`config.mk`:
```
export PLATFORM = sky130hd
export DESIGN_NAME = pid_controller_step_top_flat
export DESIGN_NICKNAME = d
export VERILOG_FILES = /design/src/hw/rtl/pidc_pkg.sv /design/src/hw/rtl/pidc_in_if.sv /design/src/hw/rtl/pidc_out_if.sv /design/src/hw/rtl/pid_controller_step_top.sv /design/src/hw/rtl/pidc_cfg_regs.sv /design/src/hw/rtl/pidc_ctrl.sv /design/src/hw/rtl/pidc_datapath.sv /design/src/flat_wrapper.sv
export SDC_FILE = /design/constraint.sdc
export NUM_CORES = 2
export LEC_CHECK = 0
export ABC_AREA = 1
export BUFFER_PORTS_ARGS = -buffer_cell sky130_fd_sc_hd__buf_2
export CAP_MARGIN = 40
export CORE_MARGIN = 2
export CORE_UTILIZATION = 45
export CTS_BUF_LIST = sky130_fd_sc_hd__clkbuf_16
export DETAILED_ROUTE_END_ITERATION = 10
export GPL_ROUTABILITY_DRIVEN = 0
export GPL_TIMING_DRIVEN = 1
export SETUP_SLACK_MARGIN = 0.3
export SLEW_MARGIN = 15
export SYNTH_ARGS = -nofsm -noshare
export SYNTH_HDL_FRONTEND = slang
export SYNTH_SLANG_ARGS = --single-unit
```
`constraint.sdc`:
```
create_clock -name clk_i -period 10.7 [get_ports clk_i]
set_clock_uncertainty 0.05 [all_clocks]
set_input_delay 1.07 -clock clk_i [delete_from_list [all_inputs] [get_ports clk_i]]
set_output_delay 1.07 -clock clk_i [all_outputs]
set_load 0.05 [all_outputs]
```
`src/hw/rtl/pidc_pkg.sv`:
```
// pidc_pkg: types, widths, codes and defaults shared by the pid controller step block
// no dependencies; used by every other file of the block

package pidc_pkg;

  localparam int DATA_W        = 32;
  localparam int THR_W         = 31;
  localparam int SLOPE_W       = 40;
  localparam int CFG_IDX_W     = 3;
  localparam int DT_SHIFT_MAX  = 16;
  localparam int DT_SHIFT_DEF  = 10;
  localparam int ALPHA_Q15_DEF = 16384;
  localparam int FRAC_BITS_DEF = 16;

  localparam int ERR_EXT_W = DATA_W + 1;
  localparam int RAW_EXT_W = ERR_EXT_W + DT_SHIFT_MAX;
  localparam int ALPHA_W   = 17;
  localparam int FILT_W    = SLOPE_W + 1 + ALPHA_W;
  localparam int ALPHA_FRAC = 15;
  localparam int MUL_W     = DATA_W + 1;
  localparam int PROD_W    = 2 * MUL_W;
  localparam int ACC_W     = 74;

  typedef enum logic [CFG_IDX_W-1:0] {
    CFG_GAIN_P      = 3'd0,
    CFG_GAIN_I      = 3'd1,
    CFG_GAIN_D      = 3'd2,
    CFG_THRESHOLD   = 3'd3,
    CFG_INT_CEIL    = 3'd4,
    CFG_INT_FLOOR   = 3'd5,
    CFG_DRIVE_CEIL  = 3'd6,
    CFG_DRIVE_FLOOR = 3'd7
  } cfg_idx_e;

  typedef struct packed {
    logic [DATA_W-1:0] gain_p;
    logic [DATA_W-1:0] gain_i;
    logic [DATA_W-1:0] gain_d;
    logic [THR_W-1:0]  threshold;
    logic [DATA_W-1:0] int_ceil;
    logic [DATA_W-1:0] int_floor;
    logic [DATA_W-1:0] drive_ceil;
    logic [DATA_W-1:0] drive_floor;
  } cfg_t;

  typedef enum logic [3:0] {
    ST_IDLE,
    ST_ERR,
    ST_INTEG,
    ST_FILT,
    ST_SLOPE,
    ST_MUL_DL,
    ST_MUL_DH,
    ST_ACC,
    ST_DONE
  } state_e;

  typedef enum logic [1:0] {
    MUL_P,
    MUL_I,
    MUL_DL,
    MUL_DH
  } mul_sel_e;

  typedef enum logic [1:0] {
    ACC_HOLD,
    ACC_LOAD,
    ACC_ADD,
    ACC_ADD_HI
  } acc_op_e;

  typedef struct packed {
    logic     load_in;
    logic     calc_err;
    logic     calc_int;
    logic     calc_filt;
    logic     upd_state;
    logic     mul_en;
    mul_sel_e mul_sel;
    acc_op_e  acc_op;
    logic     load_out;
  } cmd_t;

endpackage

```
`src/hw/rtl/pidc_in_if.sv`:
```
// pidc_in_if: input channel carrying setpoint and measurement per transaction
// depends on pidc_pkg

interface pidc_in_if;
  logic                        valid;
  logic                        ready;
  logic [pidc_pkg::DATA_W-1:0] setpoint;
  logic [pidc_pkg::DATA_W-1:0] measured;

  modport source (output valid, output setpoint, output measured, input ready);
  modport sink   (input valid, input setpoint, input measured, output ready);
endinterface

```
`src/hw/rtl/pidc_out_if.sv`:
```
// pidc_out_if: result channel carrying the clamped drive and clamp flags
// depends on pidc_pkg

interface pidc_out_if;
  logic                        valid;
  logic                        ready;
  logic [pidc_pkg::DATA_W-1:0] control_value;
  logic                        integral_clamped;
  logic                        drive_clamped;

  modport source (output valid, output control_value, output integral_clamped,
                  output drive_clamped, input ready);
  modport sink   (input valid, input control_value, input integral_clamped,
                  input drive_clamped, output ready);
endinterface

```
`src/hw/rtl/pid_controller_step_top.sv`:
```
// pid_controller_step_top: positional pid step with integral separation and filtered slope
// depends on pidc_pkg, pidc_in_if, pidc_out_if, pidc_cfg_regs, pidc_ctrl, pidc_datapath
// result: registered from the accumulator in the done state, once the output register is free
// one transaction is processed at a time, the sequencer running
//   four products through one shared 33x33 multiplier, plus a stall while a result waits
// reset: asynchronous, clears gains to zero, limits to full range, and pid state to zero

module pid_controller_step_top #(
  parameter int unsigned DT_SHIFT  = pidc_pkg::DT_SHIFT_DEF,
  parameter int unsigned ALPHA_Q15 = pidc_pkg::ALPHA_Q15_DEF,
  parameter int unsigned FRAC_BITS = pidc_pkg::FRAC_BITS_DEF
) (
  input  logic                           clk_i,
  input  logic                           rst_ni,
  input  logic                           cfg_we_i,
  input  logic [pidc_pkg::CFG_IDX_W-1:0] cfg_idx_i,
  input  logic [pidc_pkg::DATA_W-1:0]    cfg_data_i,
  pidc_in_if.sink                        in_i,
  pidc_out_if.source                     out_o
);

  pidc_pkg::cfg_t cfg;
  pidc_pkg::cmd_t cmd;

  pidc_cfg_regs u_cfg (
    .clk_i      (clk_i),
    .rst_ni     (rst_ni),
    .cfg_we_i   (cfg_we_i),
    .cfg_idx_i  (cfg_idx_i),
    .cfg_data_i (cfg_data_i),
    .cfg_o      (cfg)
  );

  pidc_ctrl u_ctrl (
    .clk_i       (clk_i),
    .rst_ni      (rst_ni),
    .in_valid_i  (in_i.valid),
    .in_ready_o  (in_i.ready),
    .out_ready_i (out_o.ready),
    .out_valid_o (out_o.valid),
    .cmd_o       (cmd)
  );

  pidc_datapath #(
    .DT_SHIFT  (DT_SHIFT),
    .ALPHA_Q15 (ALPHA_Q15),
    .FRAC_BITS (FRAC_BITS)
  ) u_dp (
    .clk_i              (clk_i),
    .rst_ni             (rst_ni),
    .cmd_i              (cmd),
    .cfg_i              (cfg),
    .setpoint_i         (in_i.setpoint),
    .measured_i         (in_i.measured),
    .control_value_o    (out_o.control_value),
    .integral_clamped_o (out_o.integral_clamped),
    .drive_clamped_o    (out_o.drive_clamped)
  );

  a_one_tick_in_flight: assert property (@(posedge clk_i) disable iff (!rst_ni)
    (in_i.valid && in_i.ready) |=> !in_i.ready)
    else $error("input taken while a tick is in flight");

  a_no_result_overwrite: assert property (@(posedge clk_i) disable iff (!rst_ni)
    cmd.load_out |-> (!out_o.valid || out_o.ready))
    else $error("waiting result overwritten");

  a_valid_from_load: assert property (@(posedge clk_i) disable iff (!rst_ni)
    $rose(out_o.valid) |-> $past(cmd.load_out))
    else $error("result valid without a load");

  a_err_after_accept: assert property (@(posedge clk_i) disable iff (!rst_ni)
    cmd.calc_err |-> $past(in_i.valid && in_i.ready))
    else $error("error stage without an accepted transaction");

endmodule

```
`src/hw/rtl/pidc_cfg_regs.sv`:
```
// pidc_cfg_regs: gain, threshold and limit registers behind the write port
// depends on pidc_pkg

module pidc_cfg_regs (
  input  logic                           clk_i,
  input  logic                           rst_ni,
  input  logic                           cfg_we_i,
  input  logic [pidc_pkg::CFG_IDX_W-1:0] cfg_idx_i,
  input  logic [pidc_pkg::DATA_W-1:0]    cfg_data_i,
  output pidc_pkg::cfg_t                 cfg_o
);

  pidc_pkg::cfg_t cfg_q;

  always_ff @(posedge clk_i or negedge rst_ni) begin
    if (!rst_ni) begin
      cfg_q.gain_p      <= '0;
      cfg_q.gain_i      <= '0;
      cfg_q.gain_d      <= '0;
      cfg_q.threshold   <= '1;
      cfg_q.int_ceil    <= {1'b0, {(pidc_pkg::DATA_W-1){1'b1}}};
      cfg_q.int_floor   <= {1'b1, {(pidc_pkg::DATA_W-1){1'b0}}};
      cfg_q.drive_ceil  <= {1'b0, {(pidc_pkg::DATA_W-1){1'b1}}};
      cfg_q.drive_floor <= {1'b1, {(pidc_pkg::DATA_W-1){1'b0}}};
    end else if (cfg_we_i) begin
      case (pidc_pkg::cfg_idx_e'(cfg_idx_i))
        pidc_pkg::CFG_GAIN_P:      cfg_q.gain_p      <= cfg_data_i;
        pidc_pkg::CFG_GAIN_I:      cfg_q.gain_i      <= cfg_data_i;
        pidc_pkg::CFG_GAIN_D:      cfg_q.gain_d      <= cfg_data_i;
        pidc_pkg::CFG_THRESHOLD:   cfg_q.threshold   <= cfg_data_i[pidc_pkg::THR_W-1:0];
        pidc_pkg::CFG_INT_CEIL:    cfg_q.int_ceil    <= cfg_data_i;
        pidc_pkg::CFG_INT_FLOOR:   cfg_q.int_floor   <= cfg_data_i;
        pidc_pkg::CFG_DRIVE_CEIL:  cfg_q.drive_ceil  <= cfg_data_i;
        pidc_pkg::CFG_DRIVE_FLOOR: cfg_q.drive_floor <= cfg_data_i;
        default: ;
      endcase
    end
  end

  assign cfg_o = cfg_q;

endmodule

```
`src/hw/rtl/pidc_ctrl.sv`:
```
// pidc_ctrl: sequencer for one control tick and output valid flag
// depends on pidc_pkg; drives pidc_datapath through cmd_t

module pidc_ctrl (
  input  logic           clk_i,
  input  logic           rst_ni,
  input  logic           in_valid_i,
  output logic           in_ready_o,
  input  logic           out_ready_i,
  output logic           out_valid_o,
  output pidc_pkg::cmd_t cmd_o
);

  pidc_pkg::state_e state_q, state_d;
  logic             out_valid_q, out_valid_d;
  logic             out_free;

  assign out_free = !out_valid_q || out_ready_i;

  always_comb begin
    state_d = state_q;
    case (state_q)
      pidc_pkg::ST_IDLE:   if (in_valid_i) state_d = pidc_pkg::ST_ERR;
      pidc_pkg::ST_ERR:    state_d = pidc_pkg::ST_INTEG;
      pidc_pkg::ST_INTEG:  state_d = pidc_pkg::ST_FILT;
      pidc_pkg::ST_FILT:   state_d = pidc_pkg::ST_SLOPE;
      pidc_pkg::ST_SLOPE:  state_d = pidc_pkg::ST_MUL_DL;
      pidc_pkg::ST_MUL_DL: state_d = pidc_pkg::ST_MUL_DH;
      pidc_pkg::ST_MUL_DH: state_d = pidc_pkg::ST_ACC;
      pidc_pkg::ST_ACC:    state_d = pidc_pkg::ST_DONE;
      pidc_pkg::ST_DONE:   if (out_free) state_d = pidc_pkg::ST_IDLE;
      default:             state_d = pidc_pkg::ST_IDLE;
    endcase
  end

  always_comb begin
    cmd_o         = '0;
    cmd_o.mul_sel = pidc_pkg::MUL_P;
    cmd_o.acc_op  = pidc_pkg::ACC_HOLD;
    in_ready_o    = 1'b0;
    case (state_q)
      pidc_pkg::ST_IDLE: begin
        in_ready_o    = 1'b1;
        cmd_o.load_in = in_valid_i;
      end
      pidc_pkg::ST_ERR: begin
        cmd_o.calc_err = 1'b1;
      end
      pidc_pkg::ST_INTEG: begin
        cmd_o.calc_int = 1'b1;
        cmd_o.mul_en   = 1'b1;
        cmd_o.mul_sel  = pidc_pkg::MUL_P;
      end
      pidc_pkg::ST_FILT: begin
        cmd_o.calc_filt = 1'b1;
        cmd_o.mul_en    = 1'b1;
        cmd_o.mul_sel   = pidc_pkg::MUL_I;
        cmd_o.acc_op    = pidc_pkg::ACC_LOAD;
      end
      pidc_pkg::ST_SLOPE: begin
        cmd_o.upd_state = 1'b1;
        cmd_o.acc_op    = pidc_pkg::ACC_ADD;
      end
      pidc_pkg::ST_MUL_DL: begin
        cmd_o.mul_en  = 1'b1;
        cmd_o.mul_sel = pidc_pkg::MUL_DL;
      end
      pidc_pkg::ST_MUL_DH: begin
        cmd_o.mul_en  = 1'b1;
        cmd_o.mul_sel = pidc_pkg::MUL_DH;
        cmd_o.acc_op  = pidc_pkg::ACC_ADD;
      end
      pidc_pkg::ST_ACC: begin
        cmd_o.acc_op = pidc_pkg::ACC_ADD_HI;
      end
      pidc_pkg::ST_DONE: begin
        cmd_o.load_out = out_free;
      end
      default: ;
    endcase
  end

  assign out_valid_d = cmd_o.load_out || (out_valid_q && !out_ready_i);

  always_ff @(posedge clk_i or negedge rst_ni) begin
    if (!rst_ni) begin
      state_q     <= pidc_pkg::ST_IDLE;
      out_valid_q <= 1'b0;
    end else begin
      state_q     <= state_d;
      out_valid_q <= out_valid_d;
    end
  end

  assign out_valid_o = out_valid_q;

endmodule

```
`src/hw/rtl/pidc_datapath.sv`:
```
// pidc_datapath: error, integral, filtered slope, shared multiplier and accumulator
// depends on pidc_pkg; sequenced by pidc_ctrl through cmd_t

module pidc_datapath #(
  parameter int unsigned DT_SHIFT  = pidc_pkg::DT_SHIFT_DEF,
  parameter int unsigned ALPHA_Q15 = pidc_pkg::ALPHA_Q15_DEF,
  parameter int unsigned FRAC_BITS = pidc_pkg::FRAC_BITS_DEF
) (
  input  logic                        clk_i,
  input  logic                        rst_ni,
  input  pidc_pkg::cmd_t              cmd_i,
  input  pidc_pkg::cfg_t              cfg_i,
  input  logic [pidc_pkg::DATA_W-1:0] setpoint_i,
  input  logic [pidc_pkg::DATA_W-1:0] measured_i,
  output logic [pidc_pkg::DATA_W-1:0] control_value_o,
  output logic                        integral_clamped_o,
  output logic                        drive_clamped_o
);

  localparam int DW  = pidc_pkg::DATA_W;
  localparam int EW  = pidc_pkg::ERR_EXT_W;
  localparam int RW  = pidc_pkg::RAW_EXT_W;
  localparam int SW  = pidc_pkg::SLOPE_W;
  localparam int FW  = pidc_pkg::FILT_W;
  localparam int MW  = pidc_pkg::MUL_W;
  localparam int PW  = pidc_pkg::PROD_W;
  localparam int AW  = pidc_pkg::ACC_W;
  localparam int AF  = pidc_pkg::ALPHA_FRAC;

  localparam logic signed [RW-1:0] RAW_MAX = {{(RW-SW+1){1'b0}}, {(SW-1){1'b1}}};
  localparam logic signed [RW-1:0] RAW_MIN = ~RAW_MAX;
  localparam logic signed [pidc_pkg::ALPHA_W-1:0] ALPHA_S =
    pidc_pkg::ALPHA_W'(ALPHA_Q15);
  localparam logic signed [FW-1:0] FILT_HALF = FW'(1) <<< (AF - 1);

  // per-tick working registers
  logic signed [DW-1:0] sp_q, ms_q, err_q, isum_q;
  logic                 iflag_q;
  logic signed [SW-1:0] raw_q;
  logic signed [FW-1:0] filt_q;
  logic signed [PW-1:0] prod_q;
  logic signed [AW-1:0] acc_q;
  logic [DW-1:0]        cv_q;
  logic                 icl_q, dcl_q;

  // controller state kept across ticks
  logic signed [DW-1:0] last_err_q, integ_q;
  logic signed [SW-1:0] fs_q;

  // error
  logic signed [EW-1:0] diff_e;
  logic signed [DW-1:0] err_d;

  assign diff_e = $signed({sp_q[DW-1], sp_q}) - $signed({ms_q[DW-1], ms_q});
  always_comb begin
    if (diff_e[EW-1] != diff_e[EW-2]) begin
      err_d = diff_e[EW-1] ? $signed({1'b1, {(DW-1){1'b0}}})
                           : $signed({1'b0, {(DW-1){1'b1}}});
    end else begin
      err_d = diff_e[DW-1:0];
    end
  end

  // integral with separation and clamp, raw slope
  logic [DW-1:0]        mag;
  logic                 thr_hit;
  logic signed [DW-1:0] istep;
  logic signed [EW-1:0] isum_e, ceil_e, floor_e;
  logic signed [DW-1:0] isum_d;
  logic                 iflag_d;
  logic signed [EW-1:0] de;
  logic signed [RW-1:0] de_sh;
  logic signed [SW-1:0] raw_d;

  assign mag     = err_q[DW-1] ? (~err_q + DW'(1)) : err_q;
  assign thr_hit = mag < {1'b0, cfg_i.threshold};
  assign istep   = err_q >>> DT_SHIFT;
  assign isum_e  = $signed({integ_q[DW-1], integ_q})
                 + (thr_hit ? $signed({istep[DW-1], istep}) : $signed(EW'(0)));
  assign ceil_e  = $signed({cfg_i.int_ceil[DW-1], cfg_i.int_ceil});
  assign floor_e = $signed({cfg_i.int_floor[DW-1], cfg_i.int_floor});

  always_comb begin
    iflag_d = 1'b1;
    if (isum_e > ceil_e) begin
      isum_d = cfg_i.int_ceil;
    end else if (isum_e < floor_e) begin
      isum_d = cfg_i.int_floor;
    end else begin
      isum_d  = isum_e[DW-1:0];
      iflag_d = 1'b0;
    end
  end

  assign de    = $signed({err_q[DW-1], err_q}) - $signed({last_err_q[DW-1], last_err_q});
  assign de_sh = $signed({{(RW-EW){de[EW-1]}}, de}) <<< DT_SHIFT;

  always_comb begin
    if (de_sh > RAW_MAX) begin
      raw_d = RAW_MAX[SW-1:0];
    end else if (de_sh < RAW_MIN) begin
      raw_d = RAW_MIN[SW-1:0];
    end else begin
      raw_d = de_sh[SW-1:0];
    end
  end

  // low-pass filter: fs + round(alpha * (raw - fs) / 2^15)
  logic signed [SW:0]   fdiff;
  logic signed [FW-1:0] filt_d;
  logic signed [FW-1:0] filt_rnd;
  logic signed [SW-1:0] slope_d;

  assign fdiff    = $signed({raw_q[SW-1], raw_q}) - $signed({fs_q[SW-1], fs_q});
  assign filt_d   = fdiff * ALPHA_S;
  assign filt_rnd = (filt_q + FILT_HALF) >>> AF;
  assign slope_d  = fs_q + filt_rnd[SW-1:0];

  // shared multiplier
  logic signed [MW-1:0] mul_a, mul_b;
  logic signed [PW-1:0] prod_d;

  always_comb begin
    case (cmd_i.mul_sel)
      pidc_pkg::MUL_P: begin
        mul_a = $signed({cfg_i.gain_p[DW-1], cfg_i.gain_p});
        mul_b = $signed({err_q[DW-1], err_q});
      end
      pidc_pkg::MUL_I: begin
        mul_a = $signed({cfg_i.gain_i[DW-1], cfg_i.gain_i});
        mul_b = $signed({isum_q[DW-1], isum_q});
      end
      pidc_pkg::MUL_DL: begin
        mul_a = $signed({cfg_i.gain_d[DW-1], cfg_i.gain_d});
        mul_b = $signed({1'b0, fs_q[DW-1:0]});
      end
      pidc_pkg::MUL_DH: begin
        mul_a = $signed({cfg_i.gain_d[DW-1], cfg_i.gain_d});
        mul_b = $signed({{(MW-(SW-DW)){fs_q[SW-1]}}, fs_q[SW-1:DW]});
      end
      default: begin
        mul_a = '0;
        mul_b = '0;
      end
    endcase
  end

  assign prod_d = mul_a * mul_b;

  // accumulator
  logic signed [AW-1:0] prod_ext, acc_d;

  assign prod_ext = $signed({{(AW-PW){prod_q[PW-1]}}, prod_q});

  always_comb begin
    case (cmd_i.acc_op)
      pidc_pkg::ACC_HOLD:   acc_d = acc_q;
      pidc_pkg::ACC_LOAD:   acc_d = prod_ext;
      pidc_pkg::ACC_ADD:    acc_d = acc_q + prod_ext;
      pidc_pkg::ACC_ADD_HI: acc_d = acc_q + (prod_ext <<< DW);
      default:              acc_d = acc_q;
    endcase
  end

  // output scaling and drive clamp
  logic signed [AW-1:0] v, dceil, dfloor;
  logic [DW-1:0]        cv_d;
  logic                 dcl_d;

  assign v      = acc_q >>> FRAC_BITS;
  assign dceil  = $signed({{(AW-DW){cfg_i.drive_ceil[DW-1]}}, cfg_i.drive_ceil});
  assign dfloor = $signed({{(AW-DW){cfg_i.drive_floor[DW-1]}}, cfg_i.drive_floor});

  always_comb begin
    dcl_d = 1'b1;
    if (v > dceil) begin
      cv_d = cfg_i.drive_ceil;
    end else if (v < dfloor) begin
      cv_d = cfg_i.drive_floor;
    end else begin
      cv_d  = v[DW-1:0];
      dcl_d = 1'b0;
    end
  end

  always_ff @(posedge clk_i) begin
    if (cmd_i.load_in) begin
      sp_q <= setpoint_i;
      ms_q <= measured_i;
    end
    if (cmd_i.calc_err) err_q <= err_d;
    if (cmd_i.calc_int) begin
      isum_q  <= isum_d;
      iflag_q <= iflag_d;
      raw_q   <= raw_d;
    end
    if (cmd_i.calc_filt) filt_q <= filt_d;
    if (cmd_i.mul_en) prod_q <= prod_d;
    acc_q <= acc_d;
    if (cmd_i.load_out) begin
      cv_q  <= cv_d;
      icl_q <= iflag_q;
      dcl_q <= dcl_d;
    end
  end

  always_ff @(posedge clk_i or negedge rst_ni) begin
    if (!rst_ni) begin
      last_err_q <= '0;
      integ_q    <= '0;
      fs_q       <= '0;
    end else if (cmd_i.upd_state) begin
      last_err_q <= err_q;
      integ_q    <= isum_q;
      fs_q       <= slope_d;
    end
  end

  assign control_value_o    = cv_q;
  assign integral_clamped_o = icl_q;
  assign drive_clamped_o    = dcl_q;

endmodule
```
`src/flat_wrapper.sv`:
```
// flat-port wrapper written by rule: the top's interface ports become plain ports
module pid_controller_step_top_flat 
#(
  parameter int unsigned DT_SHIFT  = pidc_pkg::DT_SHIFT_DEF,
  parameter int unsigned ALPHA_Q15 = pidc_pkg::ALPHA_Q15_DEF,
  parameter int unsigned FRAC_BITS = pidc_pkg::FRAC_BITS_DEF
)
  (clk_i, rst_ni, cfg_we_i, cfg_idx_i, cfg_data_i, in_i_valid, in_i_setpoint, in_i_measured, in_i_ready, out_o_valid, out_o_control_value, out_o_integral_clamped, out_o_drive_clamped, out_o_ready);
  pidc_in_if in_i_i ();
  pidc_out_if out_o_i ();
  input  logic clk_i;
  input  logic rst_ni;
  input  logic cfg_we_i;
  input  logic [pidc_pkg::CFG_IDX_W-1:0] cfg_idx_i;
  input  logic [pidc_pkg::DATA_W-1:0] cfg_data_i;
  input wire logic [$bits(in_i_i.valid)-1:0] in_i_valid;
  input wire logic [$bits(in_i_i.setpoint)-1:0] in_i_setpoint;
  input wire logic [$bits(in_i_i.measured)-1:0] in_i_measured;
  output wire logic [$bits(in_i_i.ready)-1:0] in_i_ready;
  output wire logic [$bits(out_o_i.valid)-1:0] out_o_valid;
  output wire logic [$bits(out_o_i.control_value)-1:0] out_o_control_value;
  output wire logic [$bits(out_o_i.integral_clamped)-1:0] out_o_integral_clamped;
  output wire logic [$bits(out_o_i.drive_clamped)-1:0] out_o_drive_clamped;
  input wire logic [$bits(out_o_i.ready)-1:0] out_o_ready;
  assign in_i_i.valid = in_i_valid;
  assign in_i_i.setpoint = in_i_setpoint;
  assign in_i_i.measured = in_i_measured;
  assign in_i_ready = in_i_i.ready;
  assign out_o_valid = out_o_i.valid;
  assign out_o_control_value = out_o_i.control_value;
  assign out_o_integral_clamped = out_o_i.integral_clamped;
  assign out_o_drive_clamped = out_o_i.drive_clamped;
  assign out_o_i.ready = out_o_ready;
  pid_controller_step_top #(.DT_SHIFT(DT_SHIFT), .ALPHA_Q15(ALPHA_Q15), .FRAC_BITS(FRAC_BITS)) u_core (.clk_i(clk_i), .rst_ni(rst_ni), .cfg_we_i(cfg_we_i), .cfg_idx_i(cfg_idx_i), .cfg_data_i(cfg_data_i), .in_i(in_i_i), .out_o(out_o_i));
endmodule
```
Word level (Yosys, flattened, before mapping) --
Cells that the tools add are included.
Storage, ports and cells: input bits 104, register bits 748
Operators by class: multiplexer cells 26, reductions and logical operators 20, equality and inequality tests 24, add/subtract/negate cells 9, bitwise logic cells 1, $lt $le $gt $ge 7, multiply operators 1
Operator list (number):
- $mux 32 | 7
- $pmux 74 s3 | 1
- $pmux 33 s4 | 1
- $pmux 33 s3 | 1
- $add 74x66->74 | 1
- $add 74x74->74 | 1
- $mul 33x33->66 | 1
- $sub 32x32->33 | 2
- $gt 58x32->1 | 1
- $lt 58x32->1 | 1
- $add 55x16->55 const B | 1
- $gt 43x40->1 const B | 1
- $lt 43x40->1 const B | 1
- $sub 40x40->41 | 1
- $add 40x40->40 | 1
- $mux 40 | 1
- $pmux 4 s9 | 1
- $add 32x33->33 | 1
- $gt 33x32->1 | 1
- $lt 33x32->1 | 1
- $mux 33 | 1
- $add 32x2->32 const B | 1
- $lt 32x31->1 | 1
- $not 32->32 | 1
- 23 further kinds | 57

Longest topological paths before layout --
depth after elaboration 9, gate-level depth with buffers 49, depth with buffers taken out 47

Cells and area by module --
Synthesis repeated with hierarchy kept, for this count alone.
Unflattened totals: cell total of the unflattened synthesis 12897, area, all modules 96648.9 um^2
By module, submodules not included:
- pidc_datapath | instances 1, seq. area each 13863.3 um^2, area each 86274.0 um^2, cells each 11711
- pidc_cfg_regs | instances 1, seq. area each 6500.0 um^2, area each 10067.2 um^2, cells each 1140
- pidc_ctrl | instances 1, seq. area each 125.1 um^2, area each 307.8 um^2, cells each 46

Least setup slack after synthesis --
OpenSTA, ideal clock, no wires.
path type register to register, from register u_core.u_ctrl.state_q[3], to register u_core.u_dp.prod_q[60], data pin, cell stages (with the launch flop) 29, buffers on the path 3, setup time 0.253 ns, path slack 1.643 ns, clock period less this slack 9.057 ns, data arrival time 8.754 ns, cell sequence dfrtp_1 nor2_1 inv_2 nor2_2 buf_2 buf_2 a21oi_1 o21ai_1 buf_2 inv_2 nor2_1 fa_1 fa_1 fa_1 fa_1 fa_1 fa_1 fa_1 inv_1 fa_1 inv_1 ha_1 a21o_1 a21oi_1 o21ai_0 a221oi_1 nand3_1 nand2_1 nand2_1
Between the ends: word-level cells in the longest chain between the ends 6, elaborated cells on any way between the ends 13, those cells by class mul: 1; eq/ne: 7; mux: 3; reduce/logical: 2
Ends and longest elaborated chain:
- from (decl) | RTL line pidc_ctrl.sv:14 | pidc_pkg::state_e state_q, state_d;
- from (signal assigned) | RTL line pidc_ctrl.sv:87 | state_q <= pidc_pkg::ST_IDLE;
- from (signal assigned) | RTL line pidc_ctrl.sv:90 | state_q <= state_d;
- $eq 4x3->1 / $eq 4x2->1 (equally long branches) | RTL line pidc_ctrl.sv:41 | case (state_q)
- $pmux 3 s4 (*) | RTL line pidc_ctrl.sv:41
- $eq 2x2->1 | RTL line pidc_datapath.sv:124 | case (cmd_i.mul_sel)
- $reduce_or 2->1 (no line)
- $pmux 33 s3 | RTL line pidc_datapath.sv:124
- $mul 33x33->66 (*) | RTL line pidc_datapath.sv:148 | assign prod_d = mul_a * mul_b;
- net u_core.u_dp.prod_d[60] | RTL line pidc_datapath.sv:121 | logic signed [PW-1:0] prod_d;
- to (signal assigned) | RTL line pidc_datapath.sv:198 | if (cmd_i.mul_en) prod_q <= prod_d;
- to (decl) | RTL line pidc_datapath.sv:41 | logic signed [PW-1:0] prod_q;
Mark *: on every way through the listed nets, which the timed path passes. The rest lies on a longest branch. A chain may end at the register's enable or synchronous reset.

Final worst setup path --
from register u_core.u_ctrl.state_q[3], to register u_core.u_dp.prod_q[41], data pin
Same word-level chain as after synthesis.

==> metrics.cfg <==
[final_layout]
multiInputGateArea_sq_mm=0.06464
final_common_cell=sky130_fd_sc_hd__nand2_1
final_layout_fill_cell_count=20812
instances_no_fill=15612
seqCellArea_sq_mm=0.02049
commonest_cells_after_routing_fill_and_taps_aside=3087 x sky130_fd_sc_hd__nand2_1, 2458 x sky130_fd_sc_hd__inv_1, 1372 x sky130_fd_sc_hd__nor2_1, 1128 x sky130_fd_sc_hd__fa_1, 721 x sky130_fd_sc_hd__ha_1
num-nets-final=14666
area.growth.synth_to_final_pct=7.447
final_layout_size_suffix_gt1_share_pct=5.446

[place]
number_of_cells_after_detailed_placement=15443
hpwl_dp_um=313600
place.port_buffers=139

[drt]
detail_route.drc_violations=36
viasPerCell=5.727
drt.antenna.violating_nets=0
totalWireLength_um=385800
wire_per_inst_um=24.71
detail_route.iter0.violations=11130
vias=89413
drt-pass1-iter-count=11

[floorplanning]
rows=169
floorplan.die_area_sq_mm=0.2170
dieHeight_um=465.8
top_level_ports=140
x_dimension_of_the_die_um=465.8
start_util_pct=45.26
core_area_sq_mm=0.2121

[setup_path]
path_max_fanout=31
crit_path_top_delay_cell=sky130_fd_sc_hd__fa_1
critPathArrivalTime_ns=10.53
setup.worst_path.start_class=register
crit_path_category=register to register
end_kind=register
crit_path_max_incr_delay_ns=0.79
critPathTopFamily=adder cells
critical_path_required_ns=11.14
timing.critical_path.buf_inv=12

[logic_synthesis]
synth_sequential_area_ratio_pct=21.35
synth_area_per_cell_sq_um=7.592
postSynthCellCount=12642
yosys_warnings=0
synth_flop_cell=sky130_fd_sc_hd__edfxtp_1
synth_fp_nets=14596
synth_edf_count=375
async_reset_ff_share_pct=49.26
synth_seq_cells=739
post_synth_instance_area_sq_mm=0.09598
synth.lib_cells_used.distinct=65

[grt]
largest_net_degree_at_the_start_of_global_routing=192
grt.overflow.total=0
grt_usage_pct=35.15
grt_first_pass_wirelength_um=564400
via_count_of_the_first_global_routing_pass=88035
initial_antenna_violation_count=26

[clock_tree]
h_tree_depth=3
cts_buffer_depth=3
ctsRootBufferMaster=sky130_fd_sc_hd__clkbuf_16
clk_latency_ns=0.74
cts_tree=built
cts_inserted_buffers=80
clk_transition_reported_paths_ns=0.08
clkSinkCount=739

[timing]
worst-slew-pin-transition_ns=1.108
fin_setup_tns_ns=0
setup_violations=0
fmax_mhz=99.09
hold_violations=0
period_minus_slack_ns=10.09
final_max_slew_viol_count=0
relative_max_transition_margin_pct=26.12
rsz0062_at_grt=false
post-route-period-util_pct=94.32

[hold_path]
worst_hold_path_type=input pin to async pin

[status]
outcome=finished with violations
failing_checks=DRC

[job]
max_capacitance_violation_count=0

-- worst paths after layout --
kind                       slack, ns                                  endpoint  depth (start not counted)                            startpoint
max in group asynchronous       8.60       u_core.u_cfg.cfg_o[168]$_DFFE_PN0P_                          2                                rst_ni
setup / recovery                0.61          u_core.u_dp.prod_q[41]$_DFFE_PP_                         38  u_core.u_ctrl.state_q[3]$_DFFE_PN0P_
hold reg to reg                 0.40  u_core.u_dp.integral_clamped_o$_DFFE_PP_                          0     u_core.u_dp.iflag_q$_SDFFCE_PP1P_
setup reg to reg                0.61          u_core.u_dp.prod_q[41]$_DFFE_PP_                         38  u_core.u_ctrl.state_q[3]$_DFFE_PN0P_
hold / removal                  0.37        u_core.u_cfg.cfg_o[90]$_DFFE_PN0P_                          1                                rst_ni
min in group clk_i              0.40  u_core.u_dp.integral_clamped_o$_DFFE_PP_                          0     u_core.u_dp.iflag_q$_SDFFCE_PP1P_
-- stage by stage --
stage / setup slack, ns / hold slack, ns / util (%) / instance area (sq um)
2_1_floorplan: 1.643 / 0.3503 / - / 95980
3_3_place_gp: 0.7114 / 0.3546 / 47.11 / 99910
3_5_place_dp: 0.8529 / 0.3613 / 47.28 / 100300
4_1_cts: 0.8207 / 0.3893 / 48.55 / 103000
5_1_grt: 0.3067 / 0.4064 / 48.62 / 103100
6_report: 0.6078 / 0.3713 / 48.63 / 103100
-- registers in the layout, indices dropped and copies added (netlist names) --
signal,cells
u_core.u_dp.control_value_o,32
u_core.u_dp.drive_clamped_o,1
u_core.u_dp.integ_q,32
u_core.u_dp.isum_q,32
u_core.u_ctrl.out_valid_o,1
u_core.u_dp.err_q,32
u_core.u_ctrl.state_q,4
u_core.u_dp.prod_q,66
u_core.u_dp.filt_q,41
u_core.u_dp.iflag_q,1
u_core.u_dp.fs_q,40
u_core.u_dp.integral_clamped_o,1
u_core.u_dp.last_err_q,32
u_core.u_cfg.cfg_o,255
u_core.u_dp.acc_q,74
u_core.u_dp.raw_q,31
u_core.u_dp.sp_q,32
u_core.u_dp.ms_q,32
-- cell usage after synthesis, types with 6 or more instances --
| master | n | area share (%) |
|---|---|---|
| sky130_fd_sc_hd__a21boi_0 | 7 | 0.055 |
| sky130_fd_sc_hd__a21o_1 | 41 | 0.32 |
| sky130_fd_sc_hd__a21oi_1 | 540 | 2.8 |
| sky130_fd_sc_hd__a221oi_1 | 6 | 0.055 |
| sky130_fd_sc_hd__a22oi_1 | 32 | 0.25 |
| sky130_fd_sc_hd__a31oi_1 | 62 | 0.40 |
| sky130_fd_sc_hd__and3_1 | 10 | 0.065 |
| sky130_fd_sc_hd__buf_1 | 11 | 0.043 |
| sky130_fd_sc_hd__buf_2 | 146 | 0.76 |
| sky130_fd_sc_hd__buf_4 | 20 | 0.16 |
| sky130_fd_sc_hd__buf_6 | 8 | 0.094 |
| sky130_fd_sc_hd__clkbuf_1 | 133 | 0.52 |
| sky130_fd_sc_hd__dfrtp_1 | 269 | 7.0 |
| sky130_fd_sc_hd__dfstp_2 | 95 | 2.6 |
| sky130_fd_sc_hd__edfxtp_1 | 375 | 12 |
| sky130_fd_sc_hd__fa_1 | 1129 | 24 |
| sky130_fd_sc_hd__ha_1 | 721 | 9.4 |
| sky130_fd_sc_hd__inv_1 | 2450 | 9.6 |
| sky130_fd_sc_hd__inv_2 | 47 | 0.18 |
| sky130_fd_sc_hd__inv_4 | 7 | 0.046 |
| sky130_fd_sc_hd__nand2_1 | 3095 | 12 |
| sky130_fd_sc_hd__nand2_2 | 17 | 0.11 |
| sky130_fd_sc_hd__nand3_1 | 604 | 3.1 |
| sky130_fd_sc_hd__nand3b_1 | 39 | 0.31 |
| sky130_fd_sc_hd__nand4_1 | 121 | 0.79 |
| sky130_fd_sc_hd__nor2_1 | 1375 | 5.4 |
| sky130_fd_sc_hd__nor3_1 | 100 | 0.52 |
| sky130_fd_sc_hd__nor4_1 | 25 | 0.16 |
| sky130_fd_sc_hd__o211ai_1 | 9 | 0.070 |
| sky130_fd_sc_hd__o21a_1 | 22 | 0.17 |
| sky130_fd_sc_hd__o21ai_0 | 683 | 3.6 |
| sky130_fd_sc_hd__o21ai_1 | 16 | 0.083 |
| sky130_fd_sc_hd__o21ai_2 | 14 | 0.13 |
| sky130_fd_sc_hd__o21ai_4 | 8 | 0.14 |
| sky130_fd_sc_hd__o21bai_1 | 52 | 0.41 |
| sky130_fd_sc_hd__o221ai_1 | 11 | 0.10 |
| sky130_fd_sc_hd__o221ai_2 | 11 | 0.17 |
| sky130_fd_sc_hd__o22ai_1 | 6 | 0.039 |
| sky130_fd_sc_hd__or2_2 | 19 | 0.12 |
| sky130_fd_sc_hd__xnor2_1 | 64 | 0.58 |
| sky130_fd_sc_hd__xor2_1 | 185 | 1.7 |
-- logic make-up after synthesis --
family / synth area share, %
AOI/OAI and AO/OA: 9.066
DFF: 21.35
xor gates and xnor gates: 2.296
and+or+nand+nor: 22.93
buffers and inverters: 11.41
adders and majority gates: 32.95
-- area by class of cell --
cell class,count,share of cell area [%]
Timing Repair Buffer,307,2.226
Multi-Input combinational cell,9077,62.68
Sequential cell,739,19.87
Tap cell,2821,3.422
Clock buffer,82,1.990
Inverter,2507,9.155
Clock inverter,67,0.6321
Antenna cell,12,0.02912
-- routing by layer --
metal | GRT usage [%] | wire (um) | vias up
li1 | - | - | 39462
met3 | 9.512 | 46230 | 1271
met2 | 52.51 | 163300 | 5279
met1 | 45.09 | 146500 | 43379
met4 | 22.05 | 29550 | 22
met5 | 0.4831 | 258 | -
-- repair_timing --
item                                    4_1_cts  5_1_grt
endpoints found under the setup margin        0        3
buffers inserted                              0        2
hold buffers                                  0        0
resized for setup                             0        7
Power is not shown: default switching activity piles up to over one toggle a cycle in this logic, so the estimate is an artifact.
